`src/rtl/msc_depuncturer_unit_assert.svh`:
```
// Assertion macros shared by the depuncturer RTL.
`ifndef MSC_DEPUNCTURER_UNIT_ASSERT_SVH
`define MSC_DEPUNCTURER_UNIT_ASSERT_SVH

`ifndef ASSERT_OFF

`define MSC_ASSERT_IMP(lbl, clk_s, rst_n_s, ante, cons, msg) \
	lbl: assert property (@(posedge clk_s) disable iff (!rst_n_s) (ante) |-> (cons)) \
		else $error(msg);

`define MSC_ASSERT_NXT(lbl, clk_s, rst_n_s, ante, cons, msg) \
	lbl: assert property (@(posedge clk_s) disable iff (!rst_n_s) (ante) |=> (cons)) \
		else $error(msg);

`else

`define MSC_ASSERT_IMP(lbl, clk_s, rst_n_s, ante, cons, msg)

`define MSC_ASSERT_NXT(lbl, clk_s, rst_n_s, ante, cons, msg)

`endif

`endif

```
`src/rtl/msc_pkg.sv`:
```
`default_nettype none

package msc_pkg;

	localparam int SOFT_W      = 16;
	localparam int MAIN_W      = 18;
	localparam int POS_W       = MAIN_W + 1;
	localparam int SW_W        = 11;
	localparam int PAT_W       = 32;
	localparam int PAT_IDX_W   = 5;
	localparam int BLOCK_SHIFT = 7;
	localparam int TAIL_LEN    = 24;
	localparam int TIDX_W      = 5;
	localparam int WORD_W      = 17;
	localparam int MAX_RESULTS = 64;
	localparam int CNT_W       = 6;
	localparam int CFG_IDX_W   = 3;
	localparam int CFG_DATA_W  = 32;
	localparam int OUT_DATA_W  = 40;
	localparam int OUT_USER_W  = 2;

	localparam logic [CFG_IDX_W-1:0] REG_MAIN_LENGTH    = 3'd0;
	localparam logic [CFG_IDX_W-1:0] REG_SWITCH_BLOCKS  = 3'd1;
	localparam logic [CFG_IDX_W-1:0] REG_PATTERN_FIRST  = 3'd2;
	localparam logic [CFG_IDX_W-1:0] REG_PATTERN_SECOND = 3'd3;
	localparam logic [CFG_IDX_W-1:0] REG_TAIL_PATTERN   = 3'd4;
	localparam logic [CFG_IDX_W-1:0] REG_FRAME_WORD     = 3'd5;

	localparam logic [MAIN_W-1:0] RST_MAIN_LENGTH    = 18'd6912;
	localparam logic [SW_W-1:0]   RST_SWITCH_BLOCKS  = 11'd51;
	localparam logic [PAT_W-1:0]  RST_PATTERN_FIRST  = 32'hFFFF_FFFF;
	localparam logic [PAT_W-1:0]  RST_PATTERN_SECOND = 32'hFFFF_FFFF;
	localparam logic [TAIL_LEN-1:0] RST_TAIL_PATTERN = 24'd3355443;
	localparam logic [WORD_W-1:0] RST_FRAME_WORD     = 17'd1734;

	typedef struct packed {
		logic [MAIN_W-1:0]   main_length;
		logic [SW_W-1:0]     switch_blocks;
		logic [PAT_W-1:0]    pattern_first;
		logic [PAT_W-1:0]    pattern_second;
		logic [TAIL_LEN-1:0] tail_pattern;
		logic [WORD_W-1:0]   frame_word;
	} cfg_t;

	typedef struct packed {
		logic [SOFT_W-1:0] sample;
		logic              sync;
	} entry_t;

	typedef struct packed {
		logic [SOFT_W-1:0] sample;
		logic              frame_start;
		logic [WORD_W-1:0] length_word;
		logic              run_last;
		logic              frame_end;
	} out_t;

	// Main positions pick a 32-bit pattern by 128-position block; tail positions
	// use the running index modulo 24 that the caller keeps beside the position.
	function automatic logic pos_kept(input logic [POS_W-1:0] p,
	                                  input logic [TIDX_W-1:0] t,
	                                  input cfg_t c);
		logic [PAT_W-1:0] pat;
		logic             kept;
		pat = (p[MAIN_W-1:BLOCK_SHIFT] < c.switch_blocks) ? c.pattern_first
		                                                  : c.pattern_second;
		if (p < {1'b0, c.main_length}) begin
			kept = pat[p[PAT_IDX_W-1:0]];
		end else begin
			kept = c.tail_pattern[t];
		end
		return kept;
	endfunction

endpackage

`default_nettype wire

```
`src/rtl/msc_depuncturer_unit.sv`:
```
// A request enters the front queue and is taken by the back end while it is
// idle; its results leave through a registered output.
// Throughput: one result per cycle within a run while the output side is ready;
// the back end takes a new request from the queue only between runs, and a
// dropped request gives no result. The single result port sets the pace.
// Reset (arst_n, asynchronous): registers to their defaults, idle, queue empty.
`default_nettype none

`include "msc_depuncturer_unit_assert.svh"

module msc_depuncturer_unit (
	input  wire logic                           clk,
	input  wire logic                           arst_n,
	input  wire logic                           s_axis_tvalid,
	output logic                                s_axis_tready,
	input  wire logic [msc_pkg::SOFT_W-1:0]     s_axis_tdata,  // [15:0] soft_value
	input  wire logic                           s_axis_tuser,  // [0] sync_mark
	output logic                                m_axis_tvalid,
	input  wire logic                           m_axis_tready,
	output logic [msc_pkg::OUT_DATA_W-1:0]      m_axis_tdata,  // [15:0] soft_out,
	                                                           // [32:16] length_word
	output logic [msc_pkg::OUT_USER_W-1:0]      m_axis_tuser,  // [0] frame_start,
	                                                           // [1] frame_end
	output logic                                m_axis_tlast,  // run_last
	input  wire logic                           cfg_we,
	input  wire logic [msc_pkg::CFG_IDX_W-1:0]  cfg_index,
	input  wire logic [msc_pkg::CFG_DATA_W-1:0] cfg_data
);

	msc_pkg::cfg_t   cfg_q;
	msc_pkg::entry_t q_entry;
	msc_pkg::out_t   out_item;
	logic            q_valid;
	logic            q_pop;

	always_ff @(posedge clk or negedge arst_n) begin
		if (!arst_n) begin
			cfg_q.main_length    <= msc_pkg::RST_MAIN_LENGTH;
			cfg_q.switch_blocks  <= msc_pkg::RST_SWITCH_BLOCKS;
			cfg_q.pattern_first  <= msc_pkg::RST_PATTERN_FIRST;
			cfg_q.pattern_second <= msc_pkg::RST_PATTERN_SECOND;
			cfg_q.tail_pattern   <= msc_pkg::RST_TAIL_PATTERN;
			cfg_q.frame_word     <= msc_pkg::RST_FRAME_WORD;
		end else if (cfg_we) begin
			unique case (cfg_index)
				msc_pkg::REG_MAIN_LENGTH:
					cfg_q.main_length <= cfg_data[msc_pkg::MAIN_W-1:0];
				msc_pkg::REG_SWITCH_BLOCKS:
					cfg_q.switch_blocks <= cfg_data[msc_pkg::SW_W-1:0];
				msc_pkg::REG_PATTERN_FIRST:
					cfg_q.pattern_first <= cfg_data[msc_pkg::PAT_W-1:0];
				msc_pkg::REG_PATTERN_SECOND:
					cfg_q.pattern_second <= cfg_data[msc_pkg::PAT_W-1:0];
				msc_pkg::REG_TAIL_PATTERN:
					cfg_q.tail_pattern <= cfg_data[msc_pkg::TAIL_LEN-1:0];
				msc_pkg::REG_FRAME_WORD:
					cfg_q.frame_word <= cfg_data[msc_pkg::WORD_W-1:0];
				default: begin
					cfg_q <= cfg_q;
				end
			endcase
		end
	end

	msc_front u_front (
		.clk       (clk),
		.arst_n    (arst_n),
		.in_valid  (s_axis_tvalid),
		.in_ready  (s_axis_tready),
		.in_soft   (s_axis_tdata),
		.in_sync   (s_axis_tuser),
		.pop_valid (q_valid),
		.pop       (q_pop),
		.pop_entry (q_entry)
	);

	msc_back u_back (
		.clk       (clk),
		.arst_n    (arst_n),
		.cfg       (cfg_q),
		.q_valid   (q_valid),
		.q_entry   (q_entry),
		.q_pop     (q_pop),
		.out_valid (m_axis_tvalid),
		.out_ready (m_axis_tready),
		.out_item  (out_item)
	);

	assign m_axis_tdata = {
		(msc_pkg::OUT_DATA_W - msc_pkg::WORD_W - msc_pkg::SOFT_W)'(0),
		out_item.length_word,
		out_item.sample
	};
	assign m_axis_tuser = {out_item.frame_end, out_item.frame_start};
	assign m_axis_tlast = out_item.run_last;

	// The frame's final position always closes the run of its request.
	`MSC_ASSERT_IMP(a_end_closes_run, clk, arst_n, m_axis_tvalid && m_axis_tuser[1], m_axis_tlast, "frame end without run end")

	// The length word goes out only on the frame's first position.
	`MSC_ASSERT_IMP(a_start_word, clk, arst_n, m_axis_tvalid && m_axis_tuser[0], (m_axis_tdata[32:16] == cfg_q.frame_word) && !m_axis_tuser[1], "bad frame start result")

	// Inside a run the back end refills the output register as it drains.
	`MSC_ASSERT_NXT(a_run_continues, clk, arst_n, m_axis_tvalid && m_axis_tready && !m_axis_tlast, m_axis_tvalid, "run broken before its last result")

endmodule

`default_nettype wire

```
`src/rtl/msc_front.sv`:
```
`default_nettype none

module msc_front (
	input  wire logic                     clk,
	input  wire logic                     arst_n,
	input  wire logic                     in_valid,
	output logic                          in_ready,
	input  wire logic [msc_pkg::SOFT_W-1:0] in_soft,
	input  wire logic                     in_sync,
	output logic                          pop_valid,
	input  wire logic                     pop,
	output msc_pkg::entry_t               pop_entry
);

	msc_pkg::entry_t entry_q [2];
	logic            wr_ptr_q;
	logic            rd_ptr_q;
	logic [1:0]      count_q;
	logic            push;
	logic            take;

	assign in_ready  = (count_q != 2'd2);
	assign pop_valid = (count_q != 2'd0);
	assign pop_entry = entry_q[rd_ptr_q];
	assign push      = in_valid && in_ready;
	assign take      = pop && pop_valid;

	always_ff @(posedge clk) begin
		if (push) begin
			entry_q[wr_ptr_q] <= '{sample: in_soft, sync: in_sync};
		end
	end

	always_ff @(posedge clk or negedge arst_n) begin
		if (!arst_n) begin
			wr_ptr_q <= 1'b0;
			rd_ptr_q <= 1'b0;
			count_q  <= 2'd0;
		end else begin
			if (push) begin
				wr_ptr_q <= ~wr_ptr_q;
			end
			if (take) begin
				rd_ptr_q <= ~rd_ptr_q;
			end
			case ({push, take})
				2'b10:   count_q <= count_q + 2'd1;
				2'b01:   count_q <= count_q - 2'd1;
				default: count_q <= count_q;
			endcase
		end
	end

endmodule

`default_nettype wire

```
`src/rtl/msc_back.sv`:
```
`default_nettype none

module msc_back (
	input  wire logic            clk,
	input  wire logic            arst_n,
	input  wire msc_pkg::cfg_t   cfg,
	input  wire logic            q_valid,
	input  wire msc_pkg::entry_t q_entry,
	output logic                 q_pop,
	output logic                 out_valid,
	input  wire logic            out_ready,
	output msc_pkg::out_t        out_item
);

	typedef enum logic [1:0] {
		ST_IDLE = 2'b01,
		ST_RUN  = 2'b10
	} state_t;

	state_t                           state_q;
	logic                             in_frame_q;
	logic [msc_pkg::POS_W-1:0]        pos_q;
	logic [msc_pkg::TIDX_W-1:0]       tidx_q;
	logic [msc_pkg::SOFT_W-1:0]       soft_q;
	logic                             used_q;
	logic [msc_pkg::CNT_W-1:0]        cnt_q;
	logic                             out_valid_q;
	msc_pkg::out_t                    out_q;

	logic [msc_pkg::POS_W-1:0]  total;
	logic [msc_pkg::POS_W-1:0]  pos_nxt;
	logic [msc_pkg::TIDX_W-1:0] tidx_nxt;
	logic                       kept_cur;
	logic                       kept_nxt;
	logic                       used_after;
	logic                       at_end;
	logic                       hit_limit;
	logic                       last;
	logic                       slot_free;
	logic                       emit;
	logic                       at_start;

	assign total    = {1'b0, cfg.main_length} + msc_pkg::POS_W'(msc_pkg::TAIL_LEN);
	assign pos_nxt  = pos_q + 1'b1;
	assign tidx_nxt = (tidx_q == msc_pkg::TIDX_W'(msc_pkg::TAIL_LEN - 1))
	                  ? '0 : tidx_q + 1'b1;
	assign kept_cur = msc_pkg::pos_kept(pos_q, tidx_q, cfg);
	assign kept_nxt = msc_pkg::pos_kept(pos_nxt, tidx_nxt, cfg);

	// A run stops after this position if the frame ends, the result limit is
	// reached, or the following position would need a second soft input.
	assign used_after = used_q | kept_cur;
	assign at_end     = (pos_q == total - 1'b1);
	assign hit_limit  = (cnt_q == msc_pkg::CNT_W'(msc_pkg::MAX_RESULTS - 1));
	assign last       = at_end | hit_limit | (used_after & kept_nxt);
	assign at_start   = (pos_q == '0);

	assign slot_free = !out_valid_q || out_ready;
	assign emit      = (state_q == ST_RUN) && slot_free;
	assign q_pop     = (state_q == ST_IDLE) && q_valid;

	assign out_valid = out_valid_q;
	assign out_item  = out_q;

	always_ff @(posedge clk) begin
		if (emit) begin
			out_q.sample      <= kept_cur ? soft_q : '0;
			out_q.frame_start <= at_start;
			out_q.length_word <= at_start ? cfg.frame_word : '0;
			out_q.run_last    <= last;
			out_q.frame_end   <= at_end;
		end
		if (q_pop) begin
			soft_q <= q_entry.sample;
		end
	end

	always_ff @(posedge clk or negedge arst_n) begin
		if (!arst_n) begin
			state_q     <= ST_IDLE;
			in_frame_q  <= 1'b0;
			pos_q       <= '0;
			tidx_q      <= '0;
			used_q      <= 1'b0;
			cnt_q       <= '0;
			out_valid_q <= 1'b0;
		end else begin
			if (emit) begin
				out_valid_q <= 1'b1;
			end else if (out_ready) begin
				out_valid_q <= 1'b0;
			end
			unique case (state_q)
				ST_IDLE: begin
					used_q <= 1'b0;
					cnt_q  <= '0;
					if (q_valid) begin
						if (in_frame_q) begin
							// The frame may have been shortened by a length rewrite.
							if (pos_q >= total) begin
								in_frame_q <= 1'b0;
							end else begin
								state_q <= ST_RUN;
							end
						end else if (q_entry.sync) begin
							in_frame_q <= 1'b1;
							pos_q      <= '0;
							tidx_q     <= '0;
							state_q    <= ST_RUN;
						end
					end
				end
				ST_RUN: begin
					if (slot_free) begin
						pos_q  <= pos_nxt;
						tidx_q <= tidx_nxt;
						cnt_q  <= cnt_q + 1'b1;
						used_q <= used_after;
						if (last) begin
							state_q <= ST_IDLE;
						end
						if (at_end) begin
							in_frame_q <= 1'b0;
						end
					end
				end
				default: begin
					state_q <= ST_IDLE;
				end
			endcase
		end
	end

endmodule

`default_nettype wire

```
`config.mk`:
```
export PLATFORM = sky130hd
export DESIGN_NAME = msc_depuncturer_unit
export DESIGN_NICKNAME = d
export VERILOG_FILES = /design/src/rtl/msc_pkg.sv /design/src/rtl/msc_depuncturer_unit.sv /design/src/rtl/msc_front.sv /design/src/rtl/msc_back.sv
export VERILOG_INCLUDE_DIRS = /design/src /design/src/rtl
export SDC_FILE = /design/constraint.sdc
export NUM_CORES = 1
export LEC_CHECK = 0
export BUFFER_PORTS_ARGS = -buffer_cell sky130_fd_sc_hd__buf_2
export CORE_MARGIN = 3
export CORE_UTILIZATION = 45
export DETAILED_ROUTE_END_ITERATION = 12
export GPL_TIMING_DRIVEN = 1
export PLACE_DENSITY = 0.72
export SYNTH_ARGS = -nofsm -noshare
export SYNTH_HDL_FRONTEND = slang
export SYNTH_SLANG_ARGS = --single-unit
```
`constraint.sdc`:
```
create_clock -name clk -period 5.05 [get_ports clk]
set_input_delay 1.01 -clock clk [delete_from_list [all_inputs] [get_ports clk]]
set_output_delay 1.01 -clock clk [all_outputs]
set_load 0.1 [all_outputs]
```
; After elaboration in Yosys (flattened, before gate mapping)
; Memory sizes are Yosys's and may differ from the RTL's.
; Cells that the tools add are included.
[classes]
addsub = 7
order_cmp = 9
n_eq_ne = 21
muxes = 46
bitwise = 6
reduce_logical = 22
[ops]
columns = cell, n
row1 = $mux W19, 4
row2 = $mux W32, 2
row3 = $lt A19 B18 Y1, 2
row4 = $pmux W19 S2, 1
row5 = $mux W5, 5
row6 = $lt A5 B6 Y1 const B, 4
row7 = $lt A11 B11 Y1, 2
row8 = $bmux W1 S5, 4
row9 = $add A18 B5 Y19 const B, 1
row10 = $add A19 B1 Y19 const B, 1
row11 = $eq A19 B19 Y1, 1
row12 = $ge A19 B19 Y1, 1
row13 = $logic_not A19 Y1, 1
row14 = $sub A19 B1 Y19 const B, 1
row15 = $mux W1, 17
row16 = $reduce_and A2 Y1, 7
row17 = $mux W2, 6
row18 = $pmux W6 S2, 1
row19 = $pmux W5 S2, 1
row20 = $reduce_and A5 Y1, 2
row21 = $ne A2 B1 Y1 const B, 4
row22 = $pmux W2 S2, 2
row23 = $reduce_bool A2 Y1, 4
row24 = $add A6 B1 Y6 const B, 1
row25 = 23 further kinds, 36
[word_totals]
register_bits = 225
ram_bits = 34
inputBits = 57
wordCells = 134
mem_count = 1
[memory_table]
columns = name, depth, width, read_ports, rd_ports_with_merged_regs, write_ports, line_no
row1 = u_front.entry_q, 2, 17, 1, 0, 1, msc_front.sv:15  ; msc_pkg::entry_t entry_q [2];

; Longest topological paths before layout
[depth]
word_depth = 11
ltp_mapped = 20
ltp_nobuf = 19

; Hierarchy
; A second synthesis with hierarchy kept.
[unflattened]
cells_unflattened = 1247
hier_area_um2 = 14856.7
[modules_own_cells]
columns = module, instances, cells_per_inst, area_per_inst_um2, seq_area_each_um2
row1 = msc_back, 1, 881, 8220.4, 2438.6
row2 = msc_depuncturer_unit, 1, 296, 5206.2, 3465.8
row3 = msc_front, 1, 70, 1430.1, 1121.1

; Least setup slack after synthesis
; OpenSTA, ideal clock, no wires.
[synth_path]
kind = register to register
start = register u_back.pos_q[0] (netlist name)
end = register u_back.state_q[1]
setup_time_ns = 0.125
t_arrival_ns = 4.318
t_required_ns = 4.925
setup_slack_ns = 0.607
stages_incl_launch_ff = 20
cell_sequence = dfrtp_1 ha_1 and4_1 nand4_1 nor2_1 nand3_1 nor2_1 xor2_1 ha_1 and4_1 a221oi_1 o21ai_2 buf_4 mux2i_1 a221oi_1 nand4_1 a31oi_1 o221ai_4 a31oi_4 mux2_4
[synth_via]
elab_chain_len = 10
[synth_lines]
columns = item, line_no
row1 = start: declaration, msc_back.sv:22  ; logic [msc_pkg::POS_W-1:0] pos_q;
row2 = start signal: assignment, msc_back.sv:115  ; pos_q <= pos_nxt;
row3 = $add A19 B1 Y19, msc_back.sv:44  ; assign pos_nxt = pos_q + 1'b1;
row4 = $lt A11 B11 Y1, msc_pkg.sv:65  ; pat = (p[MAIN_W-1:BLOCK_SHIFT] < c.switch_blocks) ? c.pattern_first
row5 = $mux W32, msc_pkg.sv:65
row6 = $bmux W1 S5, msc_pkg.sv:68  ; kept = pat[p[PAT_IDX_W-1:0]];
row7 = $mux W1 (implied by the code), msc_pkg.sv:68
row8 = $mux W1, msc_pkg.sv:67  ; if (p < {1'b0, c.main_length}) begin
row9 = $and A1 B1 Y1, msc_back.sv:55  ; assign last = at_end | hit_limit | (used_after & kept_nxt);
row10 = $or A1 B1 Y1, msc_back.sv:55
row11 = $ne A2 B1 Y1 (no source line), --
row12 = $reduce_and A5 Y1 (no source line) *, --
row13 = end signal: assignment, msc_back.sv:80  ; state_q <= ST_IDLE;
row14 = end signal: assignment, msc_back.sv:103  ; state_q <= ST_RUN;
row15 = end signal: assignment, msc_back.sv:109  ; state_q <= ST_RUN;
row16 = end: declaration, msc_back.sv:20  ; state_t state_q;
; Mark *: on every way between the ends. The rest lies on a longest branch, timed or not. The select of a mux whose other input is x is not followed.
; A chain may end at the register's enable or synchronous reset.

; Worst setup path in the final report
; Ends and elaborated chain as after synthesis.

==> reports/qor.csv <==
stage,metric,value,unit
logic_synthesis,yosys warns,0,
critical_path,reg2reg start,u_back.pos_q[0],
routing,DR DRC count,0,
power,logic gate share of total power,0.401,
floorplanning,Die Span Y,187.6,µm
routing,First-pass DRT Iterations,5,
timing,worst-margin pin slew,1119,ps
routing,vias per inst,5.688,
clocking,TritonCTS Sinks,259,
timing,fmax,209.8,MHz
finish,fin area,0.01678,mm²
logic_synthesis,Cell variety after synth,92,
logic_synthesis,Syn Area/Cell,12.08,µm²
power,Design Power,0.008907,W
finish,nets@finish,1459,
status,status,finished clean,
critical_path,CP max stage delay,380,ps
worst_hold_path,Hold EP,u_back.cnt_q[5],
floorplanning,Starting Density,0.4632,
finish,Area Growth Syn to Fin,13.04,%
finish,"commonest non-fill, non-tap cell in the layout",mux2_2,
logic_synthesis,Synth Cell Area,0.01484,mm²
routing,post-DR wirelength/cell,20.10,µm
finish,Finished Layout Cells,1776,
timing,final setup TNS,0,ps
routing,met2 WL post-DR,17320,µm
timing,Slew Limit Fails,0,
clocking,Clock Path Buffers,3,
power,static leakage,6.803,nW
place,Buffers on Ports,94,
clocking,clock slew at reported path FFs,60,ps
critical_path,Critical-path top delay cell,dfrtp_2,
logic_synthesis,"Top FF cell, synth",dfstp_2,
routing,DR vias,10100,
worst_hold_path,Tightest Hold Check Type,register to register,
routing,DRT met1 WL,15710,µm
logic_synthesis,Synth Instances,1229,
finish,most frequent cells in the layout,"mux2_2 (132), nand2_1 (97), buf_2 (93)",
power,switching share of power,0.3830,
logic_synthesis,asr flop ratio synth,0.6680,
critical_path,data arrival time of the worst path,5190,ps
clocking,CTS HTree Levels,1,
power,switching power,0.003411,W
global_route,maximum number of pins on one net before global-route repair,106,
timing,setup ws final,283.2,ps
run,Max Cap Viol,0,
floorplanning,DIE AREA,0.03520,mm²
global_route,GR Overflow Total,0,
critical_path,"delay-heaviest family, CP",simple AND/OR/NAND/NOR gates,
floorplanning,Die X-Extent,187.6,µm
place,placement-stage worst setup slack,94.21,ps
critical_path,CP Data Required Time,5470,ps
critical_path,CP Class,register to register,
clocking,clk_lat worst skew,540,ps
finish,share of layout cells above drive strength 1,0.3438,
place,hpwl dp,25550,µm
power,PD cells,530.9,mW/mm²
logic_synthesis,"Seq/Total Area, Yosys",0.4734,
critical_path,Critical Path Fanout Max,7,
worst_hold_path,hold_sp,u_back.cnt_q[5],
routing,metal3 WL,1669,µm
worst_hold_path,hold-critical path depth,1,
global_route,first-pass GRT wire length,56990,µm
critical_path,crit path buf inv count,1,
global_route,total track usage,0.2006,
routing,Top Metal Used,met4,
critical_path,R2R depth,19,
clocking,CTS Buf Count,27,
critical_path,Worst R2R End,u_back.state_q[1],
logic_synthesis,count of flip-flops with a built-in enable after synthesis,86,
floorplanning,core footprint,0.03204,mm²
timing,final clock skew,20.76,ps
power,Sequential Power Share,0.368,
power,Cell Int Power,0.005496,W
place,placed cell areas,0.01583,mm²
clocking,Root Driver,clkbuf_16,
place,placed instance count,1724,
routing,"antenna viol nets, final",0,
timing,period utilization,0.9439,
power,Max IR drop VDD,333.0,µV
logic_synthesis,#FFs+latches synth,259,
timing,final hold violations,0,
floorplanning,num rows,65,
timing,crit path time final,4767,ps
timing,# setup viols final,0,
clocking,TritonCTS clock tree,done,
critical_path,crit-path cells,"ha_1, and4_1, nand4_1, nor2_2, nand3_1, nor2_1, xor2_1, ha_1, and4_1, a221oi_2, o21ai_4, buf_4, mux2_2, nor2_1, o31ai_1, a31oi_1, o221ai_4, a31oi_4, mux2_4",
critical_path,CP startpoint kind,register,
clocking,hold buffers post-CTS,0,
floorplanning,I/O pins,102,
critical_path,CP Capture Type,register,
routing,DR iter-0 viols,742,
global_route,number of global-route vias before repair,10230,
global_route,initial antenna violation count,2,
place,GP Congestion,0.9271,
power,clock share of power,0.231,
finish,ant diodes,0,
routing,Post-Route WL,35690,µm
timing,relative slew slack,0.2515,
finish,fillers,2803,
critical_path,worst reg-to-reg setup slack,280,ps
-- what timing repair did --
action / 4_1_cts / 5_1_grt
endpoints found under the setup margin: 0 / 2
setup buffers: 0 / 2
resized for setup: 0 / 3
-- stage by stage --
| step | hold slack [ps] | utilization |
|---|---|---|
| after global routing | 521.4 | 0.5236 |
| final | 486.6 | 0.5236 |
| after CTS | 497.1 | 0.5226 |
| after detailed placement | 486.2 | 0.4940 |
| after global placement | 462.4 | 0.4940 |
| after floorplan | 444.8 | - |
-- synth_stat cells (12+ instances only) --
| master | number | area (µm²) |
|---|---|---|
| buf_2 | 13 | 65.06 |
| mux4_2 | 27 | 608.1 |
| a21oi_1 | 25 | 125.1 |
| inv_1 | 45 | 168.9 |
| edfxtp_1 | 86 | 2582 |
| mux2_2 | 132 | 1486 |
| a21o_1 | 12 | 90.09 |
| and2_1 | 39 | 244.0 |
| dfrtp_1 | 82 | 2052 |
| nand4_1 | 17 | 106.4 |
| nand2_1 | 97 | 364.1 |
| o21ai_0 | 77 | 385.4 |
| nor3_1 | 12 | 60.06 |
| mux2i_1 | 32 | 320.3 |
| dfstp_2 | 91 | 2391 |
| nand3_1 | 26 | 130.1 |
| nand2b_1 | 12 | 75.07 |
| nor2b_1 | 14 | 87.58 |
| nor2_1 | 27 | 101.4 |
| xor2_1 | 16 | 140.1 |
| clkbuf_1 | 37 | 138.9 |
| ha_1 | 82 | 1026 |
| xnor2_1 | 44 | 385.4 |
-- area by class of cell --
type | count | area, µm² | share of cell area
clock inverters | 18 | 222.7 | 0.01327
clock buffers | 32 | 694.4 | 0.04139
multi-input cells | 859 | 7376 | 0.4396
inverters | 45 | 168.9 | 0.01007
repair buffers | 128 | 744.5 | 0.04437
well taps | 435 | 544.3 | 0.03244
flip-flops and latches | 259 | 7027 | 0.4188
-- logic make-up after synthesis --
group | count (synthesis) | synth area share
xor+xnor | 63 | 0.03869
compound gates | 206 | 0.09855
other cells | 1 | 0.0002527
fa+ha+maj | 82 | 0.06913
buf+inv | 117 | 0.03499
flops | 259 | 0.4734
simple gates | 302 | 0.1120
mux | 199 | 0.1731
-- power groups by stage --
stage	sequential, W	combinational (W)	clock [W]
floorplan	0.00379	0.00223	0
global placement	0.00329	0.00349	0
detailed placement	0.00332	0.00355	0
CTS	0.00328	0.00357	0.00210
global route	0.00335	0.00386	0.00219
finish	0.00328	0.00357	0.00206
-- sequential cells by signal, indices dropped and copies added, names as in the netlist --
| name | count |
|---|---|
| cfg_q | 134 |
| u_back.out_item | 36 |
| u_front.entry_q | 34 |
| u_back.pos_q | 19 |
| u_back.soft_q | 16 |
| u_back.cnt_q | 6 |
| u_back.tidx_q | 5 |
| u_back.state_q | 2 |
| u_front.count_q | 2 |
| u_back.in_frame_q | 1 |
| u_back.out_valid | 1 |
| u_back.used_q | 1 |
| u_front.rd_ptr_q | 1 |
| u_front.wr_ptr_q | 1 |
-- routing by layer --
| metal | global-route usage | vias to the layer above |
|---|---|---|
| li1 | - | 4709 |
| met1 | 0.2755 | 5054 |
| met2 | 0.3345 | 267 |
| met3 | 0.02673 | 72 |
| met4 | 0.05830 | 0 |
| met5 | 0 | - |
-- how the worst max path moves through the flow --
stage / endpoint / cells after the start / slack [ps] / from
2_1_floorplan: u_back.state_q[1] / 19 / 610 / u_back.pos_q[0]
6_report: u_back.state_q[1] / 19 / 280 / u_back.pos_q[0]
5_1_grt: u_back.state_q[1] / 19 / -2 / u_back.pos_q[4]
3_3_place_gp: u_back.state_q[1] / 19 / 260 / u_back.pos_q[0]
3_5_place_dp: u_back.state_q[1] / 19 / 90 / u_back.pos_q[0]
4_1_cts: u_back.state_q[1] / 19 / 80 / u_back.pos_q[0]
-- worst reg2reg max path, stage by stage, from the launching register on --
cell      delay, ps
dfrtp_2         380
ha_1            210
and4_1          230
nand4_1         260
nor2_2          280
nand3_1         190
nor2_1          170
xor2_1          260
ha_1            290
and4_1          210
a221oi_2        330
o21ai_4         180
buf_4           200
mux2_2          270
nor2_1          100
o31ai_1          90
a31oi_1         270
o221ai_4        190
a31oi_4         240
mux2_4          310
Note: power is estimated with default switching activity, not from simulation.
